**src/mfmd_pkg.sv**
```systemverilog
// ============================================================================
// Motor feedback decoder package
// Shared types, register codes and constants of the multi-turn decoder.
// ============================================================================
`default_nettype none

package mfmd_pkg;

    // Fixed field widths.
    localparam int ID_W     = 11;
    localparam int ANGLE_W  = 13;
    localparam int WORD_W   = 16;
    localparam int TEMP_W   = 8;
    localparam int CURR_W   = 14;
    localparam int TURN_W   = 19;
    localparam int TOTAL_W  = 32;
    localparam int CNT_W    = 6;
    localparam int SPIN_W   = 15;
    localparam int JUMP_W   = 13;
    localparam int OUT_IDX_W = 2;

    // Configuration port.
    localparam int CFG_IDX_W  = 2;
    localparam int CFG_DATA_W = 15;

    localparam logic [CFG_IDX_W-1:0] CFG_SPIN_THRESHOLD = 2'd0;
    localparam logic [CFG_IDX_W-1:0] CFG_JUMP_THRESHOLD = 2'd1;
    localparam logic [CFG_IDX_W-1:0] CFG_CALIB_FRAMES   = 2'd2;
    localparam logic [CFG_IDX_W-1:0] CFG_BASE_ID        = 2'd3;

    localparam logic [SPIN_W-1:0] SPIN_THRESHOLD_RST = 15'd10;
    localparam logic [JUMP_W-1:0] JUMP_THRESHOLD_RST = 13'd50;
    localparam logic [CNT_W-1:0]  CALIB_FRAMES_RST   = 6'd50;
    localparam logic [ID_W-1:0]   BASE_ID_RST        = 11'd513;

    // Request kinds carried in the input tuser.
    localparam logic REQ_FRAME = 1'b0;
    localparam logic REQ_CLEAR = 1'b1;

    // Encoder resolution and saturation limits.
    localparam int COUNTS_PER_TURN = 8192;
    localparam logic [TOTAL_W-1:0] CPT_WORD = 32'(COUNTS_PER_TURN);
    localparam logic signed [TURN_W-1:0] TURN_MAX = 19'sd262143;
    localparam logic signed [TURN_W-1:0] TURN_MIN = -19'sd262144;
    localparam logic [CNT_W-1:0] FRAME_CNT_MAX = 6'd63;

    // Reciprocal of five for 16-bit magnitudes: q = (x * 52429) >> 18.
    localparam logic [31:0] DIV5_MAGIC = 32'd52429;
    localparam int DIV5_SHIFT = 18;

    typedef struct packed {
        logic [SPIN_W-1:0] spin_threshold;
        logic [JUMP_W-1:0] jump_threshold;
        logic [CNT_W-1:0]  calib_frames;
        logic [ID_W-1:0]   base_id;
    } mfmd_cfg_t;

    typedef struct packed {
        logic                     req_type;
        logic [ID_W-1:0]          frame_id;
        logic [ANGLE_W-1:0]       rotor_angle;
        logic signed [WORD_W-1:0] speed_word;
        logic signed [WORD_W-1:0] current_word;
        logic [TEMP_W-1:0]        temp_byte;
    } mfmd_item_t;

    typedef struct packed {
        logic [OUT_IDX_W-1:0]      motor_index;
        logic signed [WORD_W-1:0]  speed_out;
        logic signed [CURR_W-1:0]  current_div;
        logic [TEMP_W-1:0]         temperature;
        logic [ANGLE_W-1:0]        angle_out;
        logic signed [TURN_W-1:0]  turn_count;
        logic signed [TOTAL_W-1:0] angle_total;
    } mfmd_result_t;

    // Signed division by minus five, truncating toward zero.
    function automatic logic signed [CURR_W-1:0] div_neg5(input logic signed [WORD_W-1:0] cur);
        logic [WORD_W-1:0]  mag;
        logic [31:0]        prod;
        logic [CURR_W-1:0]  q;
        mag  = cur[WORD_W-1] ? (~cur + 16'd1) : cur;
        prod = {16'd0, mag} * DIV5_MAGIC;
        q    = {1'b0, prod[DIV5_SHIFT+12:DIV5_SHIFT]};
        return cur[WORD_W-1] ? $signed(q) : $signed(~q + 14'd1);
    endfunction

endpackage

`default_nettype wire

```
**src/mfmd_cfg.sv**
```systemverilog
// ============================================================================
// Configuration registers
// Holds the thresholds, calibration length and base identifier.
// ============================================================================
`default_nettype none

module mfmd_cfg
    import mfmd_pkg::*;
(
    input  wire logic                  clk,
    input  wire logic                  rst_n,
    input  wire logic                  cfg_valid,
    output logic                       cfg_ready,
    input  wire logic [CFG_IDX_W-1:0]  cfg_index,
    input  wire logic [CFG_DATA_W-1:0] cfg_data,
    output mfmd_cfg_t                  cfg
);

    mfmd_cfg_t cfg_reg;
    mfmd_cfg_t cfg_next;

    assign cfg_ready = 1'b1;
    assign cfg       = cfg_reg;

    always_comb
    begin
        cfg_next = cfg_reg;
        if (cfg_valid)
        begin
            unique case (cfg_index)
                CFG_SPIN_THRESHOLD: cfg_next.spin_threshold = cfg_data[SPIN_W-1:0];
                CFG_JUMP_THRESHOLD: cfg_next.jump_threshold = cfg_data[JUMP_W-1:0];
                CFG_CALIB_FRAMES:   cfg_next.calib_frames   = cfg_data[CNT_W-1:0];
                CFG_BASE_ID:        cfg_next.base_id        = cfg_data[ID_W-1:0];
            endcase
        end
    end

    always_ff @(posedge clk or negedge rst_n)
    begin
        if (!rst_n)
        begin
            cfg_reg.spin_threshold <= SPIN_THRESHOLD_RST;
            cfg_reg.jump_threshold <= JUMP_THRESHOLD_RST;
            cfg_reg.calib_frames   <= CALIB_FRAMES_RST;
            cfg_reg.base_id        <= BASE_ID_RST;
        end
        else
        begin
            cfg_reg <= cfg_next;
        end
    end

endmodule

`default_nettype wire

```
**src/mfmd_unwrap.sv**
```systemverilog
// ============================================================================
// Per-motor angle unwrap
// Holds the state of each motor and turns one frame into at most one result.
// ============================================================================
`default_nettype none

module mfmd_unwrap
    import mfmd_pkg::*;
#(
    parameter int MOTOR_COUNT = 4
)
(
    input  wire logic       clk,
    input  wire logic       rst_n,
    input  wire mfmd_cfg_t  cfg,
    input  wire logic       item_en,
    input  wire mfmd_item_t item,
    output logic            res_valid,
    output mfmd_result_t    res
);

    localparam int IDX_W = (MOTOR_COUNT > 1) ? $clog2(MOTOR_COUNT) : 1;

    logic [CNT_W-1:0]         frame_cnt_reg  [MOTOR_COUNT];
    logic [ANGLE_W-1:0]       angle_reg      [MOTOR_COUNT];
    logic [ANGLE_W-1:0]       offset_reg     [MOTOR_COUNT];
    logic signed [TURN_W-1:0] turn_reg       [MOTOR_COUNT];

    logic [CNT_W-1:0]         frame_cnt_next;
    logic [ANGLE_W-1:0]       offset_next;
    logic signed [TURN_W-1:0] turn_next;

    logic [ID_W:0]            id_diff;
    logic                     hit;
    logic [IDX_W-1:0]         idx;
    logic [CNT_W-1:0]         cnt;
    logic                     calib;
    logic [ANGLE_W-1:0]       prev_angle;
    logic signed [TURN_W-1:0] turn_cur;
    logic signed [ANGLE_W:0]  delta;
    logic signed [ANGLE_W:0]  jt_pos;
    logic signed [ANGLE_W:0]  jt_neg;
    logic signed [WORD_W:0]   speed_ext;
    logic signed [WORD_W:0]   st_pos;
    logic signed [WORD_W:0]   st_neg;
    logic                     fwd;
    logic                     rev;
    logic                     turn_up;
    logic                     turn_down;
    logic [TOTAL_W-1:0]       turn_base;
    logic [TOTAL_W-1:0]       turn_step;
    logic                     is_frame;
    logic                     is_clear;

    assign is_clear = item_en && (item.req_type == REQ_CLEAR);
    assign is_frame = item_en && (item.req_type == REQ_FRAME);

    assign id_diff = {1'b0, item.frame_id} - {1'b0, cfg.base_id};
    assign hit     = !id_diff[ID_W] && (id_diff[ID_W-1:0] < ID_W'(MOTOR_COUNT));
    assign idx     = id_diff[IDX_W-1:0];

    assign cnt        = frame_cnt_reg[idx];
    assign prev_angle = angle_reg[idx];
    assign turn_cur   = turn_reg[idx];
    assign calib      = (cnt <= cfg.calib_frames);

    assign frame_cnt_next = (cnt < FRAME_CNT_MAX) ? cnt + 6'd1 : cnt;
    assign offset_next    = calib ? item.rotor_angle : offset_reg[idx];

    // Wrap detection: a large drop while spinning forward, or a large rise
    // while spinning backward, means the angle crossed zero.
    assign delta     = $signed({1'b0, item.rotor_angle}) - $signed({1'b0, prev_angle});
    assign jt_pos    = $signed({1'b0, cfg.jump_threshold});
    assign jt_neg    = -jt_pos;
    assign speed_ext = {item.speed_word[WORD_W-1], item.speed_word};
    assign st_pos    = $signed({2'b00, cfg.spin_threshold});
    assign st_neg    = -st_pos;
    assign fwd       = speed_ext > st_pos;
    assign rev       = speed_ext < st_neg;

    assign turn_up   = fwd && !(delta >= jt_pos) && (delta <= jt_neg) && (turn_cur != TURN_MAX);
    assign turn_down = !fwd && rev && !(delta <= jt_neg) && (delta >= jt_pos)
                       && (turn_cur != TURN_MIN);

    assign turn_next = turn_up ? turn_cur + 19'sd1 : (turn_down ? turn_cur - 19'sd1 : turn_cur);

    // The product uses the stored count; the step adds the change of this frame.
    assign turn_base = {{(TOTAL_W-TURN_W){turn_cur[TURN_W-1]}}, turn_cur} * CPT_WORD;
    assign turn_step = turn_up ? CPT_WORD : (turn_down ? (~CPT_WORD + 32'd1) : '0);

    assign res_valid = is_frame && hit && !calib;

    always_comb
    begin
        res.motor_index   = id_diff[OUT_IDX_W-1:0];
        res.speed_out     = item.speed_word;
        res.current_div   = div_neg5(item.current_word);
        res.temperature   = item.temp_byte;
        res.angle_out     = item.rotor_angle;
        res.turn_count    = turn_next;
        res.angle_total   = $signed(turn_base + turn_step
                                    + {{(TOTAL_W-ANGLE_W){1'b0}}, item.rotor_angle}
                                    - {{(TOTAL_W-ANGLE_W){1'b0}}, offset_reg[idx]});
    end

    always_ff @(posedge clk or negedge rst_n)
    begin
        if (!rst_n)
        begin
            for (int m = 0; m < MOTOR_COUNT; m++)
            begin
                frame_cnt_reg[m] <= '0;
                angle_reg[m]     <= '0;
                offset_reg[m]    <= '0;
                turn_reg[m]      <= '0;
            end
        end
        else if (is_clear)
        begin
            for (int m = 0; m < MOTOR_COUNT; m++)
            begin
                frame_cnt_reg[m] <= '0;
                angle_reg[m]     <= '0;
                offset_reg[m]    <= '0;
                turn_reg[m]      <= '0;
            end
        end
        else if (is_frame && hit)
        begin
            frame_cnt_reg[idx] <= frame_cnt_next;
            angle_reg[idx]     <= item.rotor_angle;
            offset_reg[idx]    <= offset_next;
            if (!calib)
            begin
                turn_reg[idx] <= turn_next;
            end
        end
    end

endmodule

`default_nettype wire

```
**src/motor_feedback_multiturn_decoder_core.sv**
```systemverilog
// Pipeline: a transaction is held in the input register, its result in the
// output register. Throughput: one transaction per cycle while the result
// sink keeps up; each motor's state is read and written back in the same
// cycle, so frames of the same motor may follow each other directly.
// Reset: rst_n clears the configuration to its defaults, all motor state to
// zero and both pipeline registers to empty, at once and without a sweep.
// ============================================================================
// Multi-turn motor feedback decoder
// Unwraps the rotor angles of a group of motors into turn counts and totals.
// ============================================================================
`default_nettype none

module motor_feedback_multiturn_decoder_core
    import mfmd_pkg::*;
#(
    parameter int MOTOR_COUNT = 4
)
(
    input  wire logic                  clk,
    input  wire logic                  rst_n,

    // Input stream.
    input  wire logic                  s_axis_tvalid,
    output logic                       s_axis_tready,
    // Fields from bit 0: frame_id[10:0], rotor_angle[23:11], speed_word[39:24],
    // current_word[55:40], temp_byte[63:56].
    input  wire logic [63:0]           s_axis_tdata,
    // Fields from bit 0: req_type[0].
    input  wire logic [0:0]            s_axis_tuser,

    // Result stream.
    output logic                       m_axis_tvalid,
    input  wire logic                  m_axis_tready,
    // Fields from bit 0: speed_out[15:0], current_div[29:16],
    // temperature[37:30], angle_out[50:38], turn_count[69:51],
    // angle_total[101:70], zero fill[103:102].
    output logic [103:0]               m_axis_tdata,
    // Fields from bit 0: motor_index[1:0].
    output logic [1:0]                 m_axis_tuser,

    // Configuration write channel.
    input  wire logic                  cfg_valid,
    output logic                       cfg_ready,
    input  wire logic [CFG_IDX_W-1:0]  cfg_index,
    input  wire logic [CFG_DATA_W-1:0] cfg_data
);

    mfmd_cfg_t    cfg;

    logic         in_valid_reg;
    logic         in_valid_next;
    mfmd_item_t   in_item_reg;
    logic         out_valid_reg;
    logic         out_valid_next;
    mfmd_result_t out_res_reg;

    logic         s_fire;
    logic         advance;
    logic         item_go;
    logic         res_valid;
    mfmd_result_t res;

    mfmd_cfg u_cfg
    (
        .clk       (clk),
        .rst_n     (rst_n),
        .cfg_valid (cfg_valid),
        .cfg_ready (cfg_ready),
        .cfg_index (cfg_index),
        .cfg_data  (cfg_data),
        .cfg       (cfg)
    );

    // The output register moves whenever it is empty or being taken. The
    // input register then hands its item over, and can take a new one in the
    // same cycle, so the stream runs at full rate while the sink keeps up.
    assign advance       = !out_valid_reg || m_axis_tready;
    assign item_go       = in_valid_reg && advance;
    assign s_axis_tready = !in_valid_reg || advance;
    assign s_fire        = s_axis_tvalid && s_axis_tready;

    mfmd_unwrap #(
        .MOTOR_COUNT (MOTOR_COUNT)
    ) u_unwrap
    (
        .clk       (clk),
        .rst_n     (rst_n),
        .cfg       (cfg),
        .item_en   (item_go),
        .item      (in_item_reg),
        .res_valid (res_valid),
        .res       (res)
    );

    always_comb
    begin
        in_valid_next = in_valid_reg;
        if (s_fire)
        begin
            in_valid_next = 1'b1;
        end
        else if (item_go)
        begin
            in_valid_next = 1'b0;
        end
        out_valid_next = advance ? (item_go && res_valid) : out_valid_reg;
    end

    // Control flags are reset; the payload registers are not.
    always_ff @(posedge clk or negedge rst_n)
    begin
        if (!rst_n)
        begin
            in_valid_reg  <= 1'b0;
            out_valid_reg <= 1'b0;
        end
        else
        begin
            in_valid_reg  <= in_valid_next;
            out_valid_reg <= out_valid_next;
        end
    end

    always_ff @(posedge clk)
    begin
        if (s_fire)
        begin
            in_item_reg.req_type     <= s_axis_tuser[0];
            in_item_reg.frame_id     <= s_axis_tdata[10:0];
            in_item_reg.rotor_angle  <= s_axis_tdata[23:11];
            in_item_reg.speed_word   <= $signed(s_axis_tdata[39:24]);
            in_item_reg.current_word <= $signed(s_axis_tdata[55:40]);
            in_item_reg.temp_byte    <= s_axis_tdata[63:56];
        end
        if (advance && item_go && res_valid)
        begin
            out_res_reg <= res;
        end
    end

    assign m_axis_tvalid = out_valid_reg;
    assign m_axis_tuser  = out_res_reg.motor_index;
    assign m_axis_tdata  = {2'b00,
                            out_res_reg.angle_total,
                            out_res_reg.turn_count,
                            out_res_reg.angle_out,
                            out_res_reg.temperature,
                            out_res_reg.current_div,
                            out_res_reg.speed_out};

endmodule

`default_nettype wire

```
**config.mk**
```make
export PLATFORM = sky130hd
export DESIGN_NAME = motor_feedback_multiturn_decoder_core
export DESIGN_NICKNAME = d
export VERILOG_FILES = /design/src/mfmd_pkg.sv /design/src/mfmd_cfg.sv /design/src/mfmd_unwrap.sv /design/src/motor_feedback_multiturn_decoder_core.sv
export SDC_FILE = /design/constraint.sdc
export NUM_CORES = 1
export LEC_CHECK = 0
export BUFFER_PORTS_ARGS = -buffer_cell sky130_fd_sc_hd__buf_2
export CORE_MARGIN = 2
export CORE_UTILIZATION = 25
export CTS_CLUSTER_SIZE = 20
export DETAILED_ROUTE_END_ITERATION = 12
export PLACE_DENSITY_LB_ADDON = 0.2
export SLEW_MARGIN = 15
export SYNTH_ARGS = -nofsm -noshare
export SYNTH_HDL_FRONTEND = slang
export SYNTH_SLANG_ARGS = --single-unit
```
**constraint.sdc**
```tcl
create_clock -name clk -period 10 [get_ports clk]
set_input_delay 1 -clock clk [delete_from_list [all_inputs] [get_ports clk]]
set_output_delay 1 -clock clk [all_outputs]
set_load 0.03 [all_outputs]
```
==> flow_metrics.tcl <==
set metrics [dict create \
    critPathMaxFanout 25 \
    multi_input_area_um2 13900 \
    synth_area_um2 26800 \
    nNetsFinal 3111 \
    dpl.hpwl_um 57100 \
    clkPwrFrac_pct 17.4 \
    syn_avg_cell_area_um2 10.8 \
    finalMaxSlewViolations 0 \
    synth-seq-cells 420 \
    design_area_um2 31300 \
    worst_pin_slew_ps 1050 \
    internal-power_uw 6250 \
    cts_buffers 54 \
    start_util_pct 25.2 \
    synth_edf_count 169 \
    clk_path_buf_depth 3 \
    dpl_cell_area_um2 29400 \
    cp.required_ps 10370 \
    n_fill_cell 11200 \
    synthCells 2476 \
    first_global_vias 19400 \
    grt.total_usage_pct 14.1 \
    clkLatencyLatePin_ps 670 \
    routed_wl_um 77400 \
    finalSetupTns_ps 0 \
    peakVddDrop_mv 0.566 \
    die_w_um 332 \
    firstDrtPassIters 5 \
    grt_max_degree 97 \
    gp_congestion 0.813 \
    synthFlopType "dfrtp_1" \
    path_clk_slew_ps 60 \
    fin_crit_ps 9210 \
    fin_util_pct 29.3 \
    ys_warn_count 0 \
    cts-hold-fix-buffers 0 \
    core_um2 107000 \
    grt_pass1_wl_um 119000 \
    critPathCaptureType "flop" \
    syn2layout_area_growth_pct 16.5 \
    synth.top_cell.area_share_pct 22.5 \
    combPwrFrac_pct 63.7 \
    max_freq_ghz 0.109 \
    sequentialPowerShare_pct 18.8 \
    dieArea_um2 110000 \
    slowest_stage "fa_4" \
    finalNonFillerCells 4107 \
    synth_most_common_cell "inv_1" \
    cts-htree-levels 2 \
    slew_headroom_pct 29.7 \
    io_buffer_count 192 \
    fin_skew_ps 46.3 \
    yosys.area.top_type "dfrtp_1" \
    synth_common_cells "inv_1, ha_1, dfrtp_1, nand3_1, o21ai_0" \
    cts_root_buffer "clkbuf_16" \
    cp.arrival_ps 9590 \
    max_stage_delay_ps 900 \
    viasPerCell 4.54 \
    pin_count 196 \
    status "finished, final reports clean" \
    finalHoldViolCount 0 \
    dp.cells 4003 \
    post-route-period-util_pct 92.1 \
    holdWs_ps 322 \
    async_flop_share_pct 59.8 \
    drtIter0Drc 1114 \
    cap_violations 0 \
    post_drt_wl_per_cell_um 18.9 \
    seq_area_um2 11400 \
    critPathLaunchType "flop" \
    largest_register_ff_count 102 \
    netSwitchingFraction_pct 45.2 \
    vias 18600 \
    yosysUniqueCellTypes 93 \
    hold_class "input port to asynchronous set/reset pin" \
    power_switching_uw 5150 \
    rows 120 \
    antenna_left 0 \
    tritoncts "done" \
    power_density_nw_per_um2 365 \
    synth.area.top_cells "dfrtp_1, edfxtp_1, ha_1" \
    grt_setup_unrepaired "false" \
    grt.overflow.total 0 \
    synth-seq-area-share_pct 42.3 \
    antenna_found_initial 5 \
    clock_sinks 420 \
    die_h_um 332 \
    drc_errors 0 \
    setup_viol 0 \
    path_class "flop to flop" \
    power.leakage_uw 0.0139 \
    layout-drive-gt1-share_pct 17.3 \
]
worst max-delay path, delay by kind of cell (launching register included):
kind	cells	cell delay, ps
xor gates and xnor gates	2	260
adders and majority gates	6	2190
DFF	1	550
buffers and inverters	5	640
AOI/OAI and AO/OA	14	3150
muxes	1	360
and+or+nand+nor	10	1760
timing repair:
item,4_1_cts,5_1_grt
resized for setup,0,1
endpoints found under the setup margin,0,2
hold endpoints to repair,0,0
buffers inserted,0,3
power groups by stage:
stage | sequential, uW | clock, uW | combinational, uW
floorplan | 2150 | 0 | 5520
global placement | 2180 | 0 | 7330
global route | 2160 | 2130 | 8290
CTS | 2150 | 2060 | 7390
detailed placement | 2180 | 0 | 7310
finish | 2150 | 1990 | 7270
logic make-up (layout without fill, tap and decap cells):
kind of cell    after synthesis  after routing  share of synthesized area (%)
simple gates                535            535                           10.4
compound gates              491            491                           11.1
buf+inv                     433            659                           6.23
flops                       420            420                           42.3
fa+ha+maj                   365            365                           19.4
xor+xnor                    123            123                           4.07
mux                         107            107                           6.46
other cells                   2              4                         0.0280
routing by layer:
metal	wire length [um]	part of all wire [%]	vias to the layer above	global-route usage, %
li1	-	-	9134	-
met5	0	0	-	0
met4	1820	2.4	0	4.12
met2	35000	45	298	22.7
met1	37500	48	9127	19.6
met3	3170	4.1	85	2.15
cells in the final DEF (no fill, tap or decap), types with 7 or more instances in the layout:
master / synthesis / routed
mux2_2: 36 / 36
clkbuf_16: 0 / 55
xnor2_1: 95 / 95
dfstp_2: 10 / 10
ha_1: 281 / 280
inv_2: 10 / 10
nand3_1: 239 / 237
buf_2: 5 / 191
o31ai_1: 9 / 9
inv_1: 324 / 324
nand4_1: 22 / 22
dfrtp_1: 241 / 241
and2_1: 13 / 11
clkinv_2: 0 / 16
buf_4: 5 / 31
nor2b_1: 21 / 21
fa_1: 84 / 83
a211oi_1: 10 / 9
and4_1: 7 / 7
o21a_1: 12 / 12
mux4_2: 49 / 49
a31oi_1: 7 / 7
o21bai_1: 10 / 10
nand2b_1: 12 / 12
o21ai_1: 79 / 79
nor3_1: 17 / 17
and3_1: 14 / 14
nor4_1: 12 / 12
nor2_1: 69 / 68
mux2i_1: 21 / 21
o21ai_0: 182 / 182
a21oi_1: 74 / 74
xor2_1: 26 / 26
edfxtp_1: 169 / 169
a21o_1: 45 / 45
nand2_1: 77 / 74
worst paths after layout:
check / from / endpoint / slack, ps / depth (start not counted)
worst min-delay path: rst_n / u_unwrap.turn_reg[64]$_DFFE_PN0P_ / 320 / 1
worst max-delay path: u_cfg.cfg[0]$_DFFE_PN1P_ / m_axis_tdata[101]$_DFFE_PP_ / 790 / 38
worst max register to register: u_cfg.cfg[0]$_DFFE_PN1P_ / m_axis_tdata[101]$_DFFE_PP_ / 790 / 38
worst min register to register: in_item_reg[3]$_DFFE_PP_ / m_axis_tdata[33]$_DFFE_PP_ / 420 / 0
max in group asynchronous: rst_n / u_cfg.cfg[5]$_DFFE_PN0P_ / 7540 / 3
min in group clk: in_item_reg[3]$_DFFE_PP_ / m_axis_tdata[33]$_DFFE_PP_ / 420 / 0
per-stage QoR:
stage	worst slack, ps	total power [uW]
floorplan	69.8	7670
global placement	639	9510
detailed placement	549	9490
CTS	505	11600
global route	114	12600
finish	786	11400
area by class of cell:
cell class | count | share of cell area [%]
multi-input cells | 1624 | 44.3
flip-flops and latches | 420 | 36.3
well taps | 1403 | 5.61
clock buffers | 62 | 4.52
inverters | 335 | 4.02
repair buffers | 224 | 3.91
clock inverters | 38 | 1.25
diodes | 1 | 0.00800
Note: power is estimated with default switching activity, not from simulation.
